--- config.mk ---
export PLATFORM = sky130hd
export DESIGN_NAME = nal_start_code_splitter
export DESIGN_NICKNAME = d
export VERILOG_FILES = /design/src/nscs_pkg.sv /design/src/nal_start_code_splitter.sv /design/src/nscs_front.sv /design/src/nscs_fifo.sv /design/src/nscs_back.sv
export SDC_FILE = /design/constraint.sdc
export NUM_CORES = 1
export LEC_CHECK = 0
export ABC_AREA = 1
export BUFFER_PORTS_ARGS = -buffer_cell sky130_fd_sc_hd__buf_2
export CORE_ASPECT_RATIO = 1.5
export CORE_MARGIN = 2
export CORE_UTILIZATION = 40
export CTS_BUF_LIST = sky130_fd_sc_hd__clkbuf_8
export DETAILED_ROUTE_END_ITERATION = 6
export HOLD_SLACK_MARGIN = 0.05
export SLEW_MARGIN = 20
export SYNTH_ARGS = -nofsm -noshare
export SYNTH_HDL_FRONTEND = slang
export SYNTH_SLANG_ARGS = --single-unit
--- constraint.sdc ---
create_clock -name clk_i -period 4.8 [get_ports clk_i]
set_input_delay 0.24 -clock clk_i [delete_from_list [all_inputs] [get_ports clk_i]]
set_output_delay 0.24 -clock clk_i [all_outputs]
set_load 0.01 [all_outputs]
--- src/nscs_pkg.sv ---
// ----------------------------------------------------------------------------
// nscs_pkg
// shared types and constants of the start code splitter
// ----------------------------------------------------------------------------
package nscs_pkg;

  localparam int unsigned OutLenWidth = 24;
  localparam int unsigned CntWidth    = 3;

  localparam logic [7:0] ByteZero = 8'h00;
  localparam logic [7:0] ByteOne  = 8'h01;

  // one classified item: held zeros to release, the byte itself, and up to
  // two end markers (start code, then stream end)
  typedef struct packed {
    logic [7:0]             data;
    logic [1:0]             zeros;
    logic                   has_byte;
    logic                   sc_end;
    logic [OutLenWidth-1:0] sc_len;
    logic                   se_end;
    logic [OutLenWidth-1:0] se_len;
  } cmd_t;

endpackage

--- src/nal_start_code_splitter.sv ---
// path: a taken item is queued as a command, then its results go out through the output register
// throughput: one item per cycle while each gives at most one result and the output is not stalled;
//   an item giving k results holds the back end until its last result is taken (one result per cycle)
// reset: asynchronous, active low; clears parser state, queue and output
//   valid flag, parser starts searching for the first start code
// ----------------------------------------------------------------------------
// nal_start_code_splitter
// splits an annex b byte stream into nal units at 3- and 4-byte start codes
// ----------------------------------------------------------------------------
module nal_start_code_splitter import nscs_pkg::*; #(
  parameter int unsigned LENGTH_WIDTH = 24
) (
  input  logic                   clk_i,
  input  logic                   rst_ni,
  // input channel, one stream byte per item
  input  logic                   in_valid_i,
  output logic                   in_ready_o,
  input  logic [7:0]             in_byte_i,
  input  logic                   stream_start_i,
  input  logic                   stream_end_i,
  // output channel, one payload byte or end marker per item
  output logic                   out_valid_o,
  input  logic                   out_ready_i,
  output logic [7:0]             out_byte_o,
  output logic                   byte_valid_o,
  output logic                   unit_end_o,
  output logic [OutLenWidth-1:0] unit_length_o,
  output logic                   last_of_input_o
);

  logic accept;
  logic cmd_valid;
  cmd_t cmd;
  logic fifo_full;
  logic head_valid;
  cmd_t head;
  logic pop;

  // the front takes an item whenever the queue has room; the parser state
  // updates in the same cycle so the next byte may follow straight away
  assign in_ready_o = !fifo_full;
  assign accept     = in_valid_i && !fifo_full;

  // classification: held zeros, the byte, start code and stream end markers;
  // the unit length is tracked here, saturating at LENGTH_WIDTH bits
  nscs_front #(
    .LENGTH_WIDTH (LENGTH_WIDTH)
  ) u_front (
    .clk_i          (clk_i),
    .rst_ni         (rst_ni),
    .accept_i       (accept),
    .in_byte_i      (in_byte_i),
    .stream_start_i (stream_start_i),
    .stream_end_i   (stream_end_i),
    .cmd_valid_o    (cmd_valid),
    .cmd_o          (cmd)
  );

  // items that give no result are never queued
  nscs_fifo u_fifo (
    .clk_i        (clk_i),
    .rst_ni       (rst_ni),
    .push_i       (cmd_valid),
    .push_data_i  (cmd),
    .pop_i        (pop),
    .full_o       (fifo_full),
    .head_valid_o (head_valid),
    .head_o       (head)
  );

  // back end walks the head command one result per cycle, while the output
  // is not stalled, into the output register, popping it with the last result
  nscs_back u_back (
    .clk_i           (clk_i),
    .rst_ni          (rst_ni),
    .head_valid_i    (head_valid),
    .head_i          (head),
    .pop_o           (pop),
    .out_valid_o     (out_valid_o),
    .out_ready_i     (out_ready_i),
    .out_byte_o      (out_byte_o),
    .byte_valid_o    (byte_valid_o),
    .unit_end_o      (unit_end_o),
    .unit_length_o   (unit_length_o),
    .last_of_input_o (last_of_input_o)
  );

endmodule

--- src/nscs_front.sv ---
// ----------------------------------------------------------------------------
// nscs_front
// parser state and classification of each accepted item into a command
// ----------------------------------------------------------------------------
module nscs_front import nscs_pkg::*; #(
  parameter int unsigned LENGTH_WIDTH = 24
) (
  input  logic       clk_i,
  input  logic       rst_ni,
  input  logic       accept_i,
  input  logic [7:0] in_byte_i,
  input  logic       stream_start_i,
  input  logic       stream_end_i,
  output logic       cmd_valid_o,
  output cmd_t       cmd_o
);

  localparam logic [LENGTH_WIDTH-1:0] LenMax = {LENGTH_WIDTH{1'b1}};

  logic                    in_payload_q, in_payload_d;
  logic [1:0]              zero_cnt_q, zero_cnt_d;
  logic [LENGTH_WIDTH-1:0] len_q, len_d;

  logic                    ip;
  logic [1:0]              zc;
  logic [LENGTH_WIDTH-1:0] len_base;
  logic [LENGTH_WIDTH:0]   len_sum;
  logic [LENGTH_WIDTH-1:0] len_new;
  logic [2:0]              n_bytes;
  logic [31:0]             old_len32;
  logic [31:0]             new_len32;
  cmd_t                    cmd;

  always_comb begin
    ip       = stream_start_i ? 1'b0 : in_payload_q;
    zc       = stream_start_i ? 2'd0 : zero_cnt_q;
    len_base = stream_start_i ? '0 : len_q;
    old_len32 = 32'(len_base);

    cmd          = '0;
    cmd.data     = in_byte_i;
    in_payload_d = ip;
    zero_cnt_d   = zc;

    priority if (in_byte_i == ByteZero) begin
      if (zc != 2'd3) begin
        zero_cnt_d = zc + 2'd1;
      end else if (ip) begin
        cmd.zeros = 2'd1;
      end
    end else if (in_byte_i == ByteOne && zc >= 2'd2) begin
      // start code: close the unit if one is open, length restarts
      cmd.sc_end   = ip;
      cmd.sc_len   = old_len32[OutLenWidth-1:0];
      in_payload_d = 1'b1;
      len_base     = '0;
      zero_cnt_d   = 2'd0;
    end else begin
      if (ip) begin
        cmd.zeros    = zc;
        cmd.has_byte = 1'b1;
      end
      zero_cnt_d = 2'd0;
    end

    n_bytes   = {1'b0, cmd.zeros} + {2'b00, cmd.has_byte};
    len_sum   = {1'b0, len_base} + (LENGTH_WIDTH+1)'(n_bytes);
    len_new   = len_sum[LENGTH_WIDTH] ? LenMax : len_sum[LENGTH_WIDTH-1:0];
    new_len32 = 32'(len_new);
    len_d     = len_new;

    if (stream_end_i) begin
      cmd.se_end   = 1'b1;
      cmd.se_len   = new_len32[OutLenWidth-1:0];
      in_payload_d = 1'b0;
      zero_cnt_d   = 2'd0;
      len_d        = '0;
    end
  end

  assign cmd_o       = cmd;
  assign cmd_valid_o = accept_i &&
                       (cmd.zeros != 2'd0 || cmd.has_byte || cmd.sc_end || cmd.se_end);

  always_ff @(posedge clk_i or negedge rst_ni) begin
    if (!rst_ni) begin
      in_payload_q <= 1'b0;
      zero_cnt_q   <= 2'd0;
      len_q        <= '0;
    end else if (accept_i) begin
      in_payload_q <= in_payload_d;
      zero_cnt_q   <= zero_cnt_d;
      len_q        <= len_d;
    end
  end

endmodule

--- src/nscs_fifo.sv ---
// ----------------------------------------------------------------------------
// nscs_fifo
// two-entry command queue between front and back
// ----------------------------------------------------------------------------
module nscs_fifo import nscs_pkg::*; (
  input  logic clk_i,
  input  logic rst_ni,
  input  logic push_i,
  input  cmd_t push_data_i,
  input  logic pop_i,
  output logic full_o,
  output logic head_valid_o,
  output cmd_t head_o
);

  cmd_t       mem_q [2];
  logic       wr_ptr_q, wr_ptr_d;
  logic       rd_ptr_q, rd_ptr_d;
  logic [1:0] count_q, count_d;

  assign full_o       = count_q == 2'd2;
  assign head_valid_o = count_q != 2'd0;
  assign head_o       = mem_q[rd_ptr_q];

  always_comb begin
    wr_ptr_d = push_i ? ~wr_ptr_q : wr_ptr_q;
    rd_ptr_d = pop_i ? ~rd_ptr_q : rd_ptr_q;
    count_d  = count_q + {1'b0, push_i} - {1'b0, pop_i};
  end

  always_ff @(posedge clk_i) begin
    if (push_i) begin
      mem_q[wr_ptr_q] <= push_data_i;
    end
  end

  always_ff @(posedge clk_i or negedge rst_ni) begin
    if (!rst_ni) begin
      wr_ptr_q <= 1'b0;
      rd_ptr_q <= 1'b0;
      count_q  <= 2'd0;
    end else begin
      wr_ptr_q <= wr_ptr_d;
      rd_ptr_q <= rd_ptr_d;
      count_q  <= count_d;
    end
  end

endmodule

--- src/nscs_back.sv ---
// ----------------------------------------------------------------------------
// nscs_back
// expands a queued command into its results through an output register
// ----------------------------------------------------------------------------
module nscs_back import nscs_pkg::*; (
  input  logic                   clk_i,
  input  logic                   rst_ni,
  input  logic                   head_valid_i,
  input  cmd_t                   head_i,
  output logic                   pop_o,
  output logic                   out_valid_o,
  input  logic                   out_ready_i,
  output logic [7:0]             out_byte_o,
  output logic                   byte_valid_o,
  output logic                   unit_end_o,
  output logic [OutLenWidth-1:0] unit_length_o,
  output logic                   last_of_input_o
);

  logic [CntWidth-1:0]    idx_q, idx_d;
  logic                   out_valid_q, out_valid_d;
  logic [7:0]             byte_q, byte_d;
  logic                   bvalid_q, bvalid_d;
  logic                   uend_q, uend_d;
  logic [OutLenWidth-1:0] ulen_q, ulen_d;
  logic                   last_q, last_d;

  logic                   load;
  logic [CntWidth-1:0]    n_res;
  logic [CntWidth-1:0]    n_pre;
  logic                   is_last;

  always_comb begin
    load    = head_valid_i && (!out_valid_q || out_ready_i);
    n_pre   = CntWidth'(head_i.zeros) + CntWidth'(head_i.has_byte);
    n_res   = n_pre + CntWidth'(head_i.sc_end) + CntWidth'(head_i.se_end);
    is_last = idx_q == n_res - CntWidth'(1);

    byte_d   = ByteZero;
    bvalid_d = 1'b0;
    uend_d   = 1'b0;
    ulen_d   = '0;
    priority if (idx_q < CntWidth'(head_i.zeros)) begin
      bvalid_d = 1'b1;
    end else if (idx_q < n_pre) begin
      byte_d   = head_i.data;
      bvalid_d = 1'b1;
    end else if (head_i.sc_end && idx_q == n_pre) begin
      uend_d = 1'b1;
      ulen_d = head_i.sc_len;
    end else begin
      uend_d = 1'b1;
      ulen_d = head_i.se_len;
    end
    last_d = is_last;

    out_valid_d = load || (out_valid_q && !out_ready_i);
    idx_d       = idx_q;
    if (load) begin
      idx_d = is_last ? '0 : idx_q + CntWidth'(1);
    end
  end

  assign pop_o           = load && is_last;
  assign out_valid_o     = out_valid_q;
  assign out_byte_o      = byte_q;
  assign byte_valid_o    = bvalid_q;
  assign unit_end_o      = uend_q;
  assign unit_length_o   = ulen_q;
  assign last_of_input_o = last_q;

  always_ff @(posedge clk_i) begin
    if (load) begin
      byte_q   <= byte_d;
      bvalid_q <= bvalid_d;
      uend_q   <= uend_d;
      ulen_q   <= ulen_d;
      last_q   <= last_d;
    end
  end

  always_ff @(posedge clk_i or negedge rst_ni) begin
    if (!rst_ni) begin
      idx_q       <= '0;
      out_valid_q <= 1'b0;
    end else begin
      idx_q       <= idx_d;
      out_valid_q <= out_valid_d;
    end
  end

endmodule

=== Yosys cells after proc, flatten, opt, wreduce, memory -nomap -nowiden ===
Memories as Yosys holds them, arrays and structs flattened.
Cells that the tools add are included.

* Register bits: 70
* Bits in writable memories: 122
* Bits of input ports: 14
* Output and inout bits: 37
* Word-level logic and storage cells: 82
* Memories: 1

{| class="wikitable"
|+ Memory list
! memory !! depth !! bits a word !! rd ports !! clocked after Yosys merged registers in !! write ports !! RTL line !! text
|-
| u_fifo.mem_q || 2 || 61 || 1 || 0 || 1 || nscs_fifo.sv:16 || <nowiki>cmd_t mem_q [2];</nowiki>
|}

* Add/subtract/negate cells: 10
* Order comparisons: 3
* Equality and inequality tests: 5
* Muxes and demuxes: 27
* Bitwise gates (word level): 3
* Reductions and logical operators: 20

{| class="wikitable"
|+ Operator list
! kind !! number
|-
| $mux 24 || 6
|-
| $mux 25 || 2
|-
| $mux 26 || 1
|-
| $add 24x3->25 || 1
|-
| $mux 2 || 6
|-
| $mux 1 || 9
|-
| $mux 3 || 3
|-
| $eq 8x1->1 const B || 1
|-
| $logic_not 8->1 || 1
|-
| $logic_and 1x1->1 || 7
|-
| $add 2x1->3 || 2
|-
| $add 3x1->3 || 2
|-
| $eq 3x3->1 || 2
|-
| $logic_or 1x1->1 || 5
|-
| $reduce_bool 2->1 || 2
|-
| $reduce_or 2->1 || 2
|-
| $add 3x1->3 const B || 1
|-
| $logic_not 1->1 || 3
|-
| $lt 3x2->1 || 1
|-
| $lt 3x3->1 || 1
|-
| $not 1->1 || 3
|-
| $sub 3x1->3 const B || 1
|-
| $add 2x1->2 || 1
|-
| $add 2x1->2 const B || 1
|-
| other kinds (4) || 4
|}

=== Logic depth before layout (Yosys ltp) ===
* Depth after elaboration: 13
* Mapped depth: 25

=== Hierarchy ===
A second synthesis with hierarchy kept.

* Cell total of the unflattened synthesis: 1004
* Area, all modules: 9559.2 um^2

{| class="wikitable"
|+ By module, submodules not included
! module !! times used !! cells each !! area an instance (um^2) !! seq. area each (um^2)
|-
| nscs_fifo || 1 || 343 || 4758.3 || 3763.6
|-
| nscs_front || 1 || 444 || 2678.8 || 675.6
|-
| nscs_back || 1 || 214 || 2108.3 || 1151.1
|-
| nal_start_code_splitter || 1 || 3 || 13.8 || 0.0
|}

=== Worst setup path before layout ===
OpenSTA, ideal clock, no wires.

* Kind: in2reg
* Start: input port in_byte_i[5]
* End: memory u_fifo.mem_q[1][0] in the netlist's numbering, enable pin
* Arrival time: 3.878 ns
* Slack: 0.441 ns
* Stages on the path: 10
* Path buffers: 2
* Path through: or2_0 nor2_2 nand2_4 buf_6 buf_6 clkinv_2 nand2_1 nand4_1 nand2_1 nor2_1

* Word-level cells in the longest chain between the ends: 11
* Elaborated cells on any way between the ends: 14

{| class="wikitable"
|+ RTL lines
! item !! RTL line !! text
|-
| start: declaration || nal_start_code_splitter.sv:18 || <nowiki>input logic [7:0] in_byte_i,</nowiki>
|-
| $eq 8x1->1 || nscs_front.sv:51 || <nowiki>end else if (in_byte_i == ByteOne && zc >= 2'd2) begin</nowiki>
|-
| $logic_and 1x1->1 || nscs_front.sv:51 ||
|-
| $mux 3 || nscs_front.sv:51 ||
|-
| $mux 2 || nscs_front.sv:45 || <nowiki>priority if (in_byte_i == ByteZero) begin</nowiki>
|-
| $reduce_bool 2->1 || nscs_front.sv:83 || <nowiki>(cmd.zeros != 2'd0 || cmd.has_byte || cmd.sc_end || cmd.se_end);</nowiki>
|-
| $logic_or 1x1->1 || nscs_front.sv:83 ||
|-
| $logic_or 1x1->1 * (2 in series) || nscs_front.sv:83 ||
|-
| $logic_and 1x1->1 * || nscs_front.sv:82 || <nowiki>assign cmd_valid_o = accept_i &&</nowiki>
|-
| $mux 1 * || nscs_fifo.sv:32 || <nowiki>if (push_i) begin</nowiki>
|-
| $mux 1 (implied by the code) * || nscs_fifo.sv:33 || <nowiki>mem_q[wr_ptr_q] <= push_data_i;</nowiki>
|-
| end: declaration || nscs_fifo.sv:16 ||
|}

Every way passes the cells marked *; elsewhere a longest branch is shown, timed or not.

==> results.md <==
- Measured on the finished design, the core utilization comes to 0.451.
- After floorplanning, the core was divided into 67 placement rows.
- For the pin with the worst max-slew slack, the measured transition is 0.952 ns.
- At the later pin of the worst-skew pair, clock insertion delay measures 0.46 ns.
- Setup repair after global routing left no endpoint under its margin.
- In this run, post-CTS repair resized a total of 0 instances.
- For this block, the initial DRC count from the detailed router was 637.
- On the worst path, the slowest cell contributes a delay of 0.54 ns.
- Entering global routing, the biggest net connects 63 pins.
- The number of endpoints failing setup at the final stage is 0.
- The flow ran to the end, and the final reports show no timing, DRC or antenna violations.
- Pin placement for this block handled 51 I/O pins.
- Clock-pin slew was measured on the worst setup and hold paths at 0.09 ns.
- The startpoint type of the worst setup path is a primary input.
- edfxtp_1 takes more of the synthesized area than any other cell.
- The final hold violation count is 0.
- The arrival time reported for the critical path endpoint is 4.06 ns.
- The shortest period the worst path allows is 3.79 ns.
- The type of the worst setup path is in2reg.
- The count of clock tree sinks is 192.
- Derived from the worst setup path, the maximum achievable clock frequency is 264 MHz.
- The yosys synthesis warning count is 0.
- Counting flops and latches in the post-synthesis netlist gives 192.
- The die span in x is 127 µm.
- The starting utilization of the core area is 0.406.
- The data required time at the worst endpoint is 5.07 ns.
- The number of antenna violations at the first check in global routing is 0.
- Summed over all layers, the global routing overflow is 0.
- Dividing the final minimum period by the clock period gives 0.789.
- The area growth from synthesis to final layout is 11.0%.
- The cell count after synthesis is 953.
- Across the VDD grid, the largest voltage drop is 212 µV.
- The multi-input combinational cells in the finished layout cover a total of 0.00295 mm².
- The cell area that synthesis handed to floorplanning was 0.00910 mm².
- The total iterations of the first detailed-routing run is 5.
- The distinct cell type count after synthesis is 39.
- After detailed routing, the number of vias per cell comes to 4.95.
- The slowest cell on the critical path is dlygate4sd3_1.
- For this block, the routed nets add up to 19.8 mm of wire.
- The setup TNS is 0 ns.
- The tightest min-delay check is of the in2reg type.
- The TritonCTS clock tree is done.
- CTS placed an instance of clkbuf_8 at the clock tree root.
- The HPWL after detailed placement is 13.0 mm.
- The leakage power total is 4.25 nW.
- The number of max-capacitance violations reported is 0.
- Buffers inserted during clock tree synthesis total 17.
- Of the post-synthesis cell area, the dominant cell type holds 0.518.
- The number of antenna diodes in the final layout is 0.
- The power per cell area is 509 mW/mm².
- In the final routed layout, each cell accounts on average for 15.3 µm.
- The share of the Yosys chip area taken by registers is 0.615.
- In the final design database the tool counted 1032 nets.
- The area taken by flip-flops and latches is 0.00559 mm².
- The mean area per synthesized cell is 9.54 µm².
- The H-tree was split into 4 levels.
- The floorplan die height is 189 µm.
- The number of global-route vias before repair is 6109.
- The filler cell count is 2132.
- The first-pass GRT wire length is 31.9 mm.
- The sort of element at the end of the critical path is a flop.
- The net count after synthesis is 983.
- For this run, design rule violations remaining after detail routing come to 0.
- The overall track demand over capacity in global routing is 0.171.
- Walking the worst path, the cells encountered are dlygate4sd3_1 -> buf_2 -> or2_0 -> nor2_2 -> nand2_1 -> inv_1 -> nand3_1 -> nand2_1 -> inv_1 -> fa_1 -> inv_1 -> fa_1 -> nand2_1 -> nor2_4 -> nand2_2 -> inv_2 -> nand3_2 -> buf_4 -> a21oi_2.
- In this run the worst path has a maximum fanout of 29.
- The count of nets left with antenna violations once routing finished came out at 0.
- The number of buffers between clock root and the deepest sink is 2.
- The fraction of final layout cells with drive strength greater than 1 is 0.124.
- The area of the core is 0.0224 mm².
- The worst clock skew is 0.0142 ns.
- The worst pin sits at a relative slew slack of 0.365.
- For this block, the via count after detailed routing is 6396.
- Yosys attributes the largest share of cell area to edfxtp_1, nand2_1, dfrtp_1.
- The area enclosed by the die boundary is 0.0240 mm².
- The number of pins exceeding their max-slew limit in the final report is 0.
- Routability-driven placement finished with a final weighted congestion of 0.908.
- The count of input and output buffers is 50.
==> per-layer routing <==
layer	vias to the layer above	track usage	share of wire	wire (µm)
li1	3194	-	-	-
met1	3052	0.221	0.46	9030
met2	127	0.293	0.50	9900
met3	23	0.0247	0.027	529
met5	-	0	0	0
met4	0	0.0617	0.015	297
==> cell families (layout without fill, tap and decap cells) <==
logic type / after synthesis / in the layout / share of synthesized area
AO/OA/AOI/OAI: 88 / 88 / 0.0546
flip-flops: 192 / 192 / 0.615
AND/OR/NAND/NOR: 508 / 508 / 0.230
multiplexers: 1 / 1 / 0.00110
buffers and inverters: 135 / 197 / 0.0626
XOR/XNOR: 13 / 13 / 0.0125
adder cells (fa/ha/maj): 16 / 16 / 0.0245
==> metrics by stage <==
step	power, mW	worst slack (ns)	std cells	area (µm²)	hold WS (ns)
2_1_floorplan	3.56	0.441	953	9100	-0.0556
3_5_place_dp	4.12	1.03	1249	9580	0.438
6_report	5.14	1.01	1291	10100	0.190
4_1_cts	5.21	1.03	1291	10100	0.170
5_1_grt	5.50	0.723	1291	10100	0.166
3_3_place_gp	4.08	1.15	1249	9580	0.428
==> cell usage in the layout (no fill, tap or decap), drive strengths merged, types with 4 or more instances in the layout <==
cell type,count
a21oi,50
a31oi,4
buf,60
clkbuf,19
clkinvlp,6
dfrtp,35
dlygate4sd3,10
edfxtp,157
ha,13
inv,96
nand2,358
nand3,49
nor2,74
nor3,19
o21ai,28
or2,4
xnor2,5
xor2,8
==> state kept, by name (all words and copies together) (netlist names) <==
register and cells:
u_front.in_payload_q 1, u_back.byte_valid_o 1, u_back.out_valid_o 1, u_back.unit_end_o 1
u_fifo.rd_ptr_q 1, u_fifo.wr_ptr_q 1, u_fifo.count_q 2, u_fifo.mem_q 122
u_front.len_q 24, u_front.zero_cnt_q 2, u_back.idx_q 3, u_back.out_byte_o 8
u_back.last_of_input_o 1, u_back.unit_length_o 24
==> final timing paths <==
kind / from / endpoint / slack (ns) / depth (start not counted)
max: in_byte_i[5] / u_fifo.mem_q[1][0] / 1.01 / 19
min: stream_end_i / u_fifo.mem_q[0][24] / 0.19 / 1
max reg2reg: u_fifo.rd_ptr_q / u_fifo.count_q[1] / 1.04 / 17
min reg2reg: u_front.len_q[17] / u_front.len_q[17] / 0.49 / 2
max in group asynchronous: rst_ni / u_fifo.rd_ptr_q / 3.69 / 2
min in group asynchronous: rst_ni / u_back.out_valid_o / 0.47 / 2
==> area by class of cell <==
| type | instances | area share |
|---|---|---|
| Sequential cell | 192 | 0.554 |
| Multi-Input combinational cell | 626 | 0.292 |
| Timing Repair Buffer | 70 | 0.0434 |
| Inverter | 95 | 0.0354 |
| Tap cell | 276 | 0.0342 |
| Clock buffer | 19 | 0.0259 |
| Clock inverter | 13 | 0.0149 |
==> power by group <==
part	switching [mW]	internal [mW]	total [mW]
clock	0.553	0.535	1.09
combinational	1.15	0.523	1.67
sequential	0.138	2.24	2.38
total	1.84	3.30	5.14
==> synthesized netlist by cell type <==
| library cell | count |
|---|---|
| nand3_2 | 7 |
| mux2i_1 | 1 |
| edfxtp_1 | 157 |
| nand2_2 | 4 |
| nor2_1 | 65 |
| xor2_1 | 8 |
| nand2_4 | 1 |
| or2_2 | 2 |
| o22ai_1 | 1 |
| a211o_1 | 1 |
| buf_6 | 6 |
| nand3_1 | 42 |
| inv_1 | 88 |
| nand4_1 | 3 |
| dfrtp_1 | 35 |
| ha_1 | 13 |
| nor3_1 | 19 |
| nor2_2 | 8 |
| o21ai_1 | 3 |
| xnor2_1 | 5 |
| o211ai_4 | 1 |
| fa_1 | 3 |
| a21oi_2 | 6 |
| nand2_1 | 353 |
| nand3b_1 | 1 |
| o21bai_1 | 3 |
| buf_4 | 2 |
| buf_2 | 7 |
| clkbuf_1 | 19 |
| clkinv_2 | 1 |
| clkinv_1 | 2 |
| inv_2 | 4 |
| buf_1 | 6 |
| or2_1 | 1 |
| nor2_4 | 1 |
| a31oi_1 | 4 |
| o21ai_0 | 25 |
| a21oi_1 | 44 |
| or2_0 | 1 |
==> critical path, delay by kind of cell <==
kind                     cells  cell delay, ns
buffers and inverters        7            1.41
adder cells (fa/ha/maj)      2            0.60
AO/OA/AOI/OAI                1            0.16
AND/OR/NAND/NOR              9            1.62
==> repair_timing <==
item                                    CTS  global route
hold buffers                             10             0
hold endpoints to repair                 52             0
setup buffers                             0             0
endpoints found under the setup margin    0             0
Note: power is estimated with default switching activity, not from simulation.
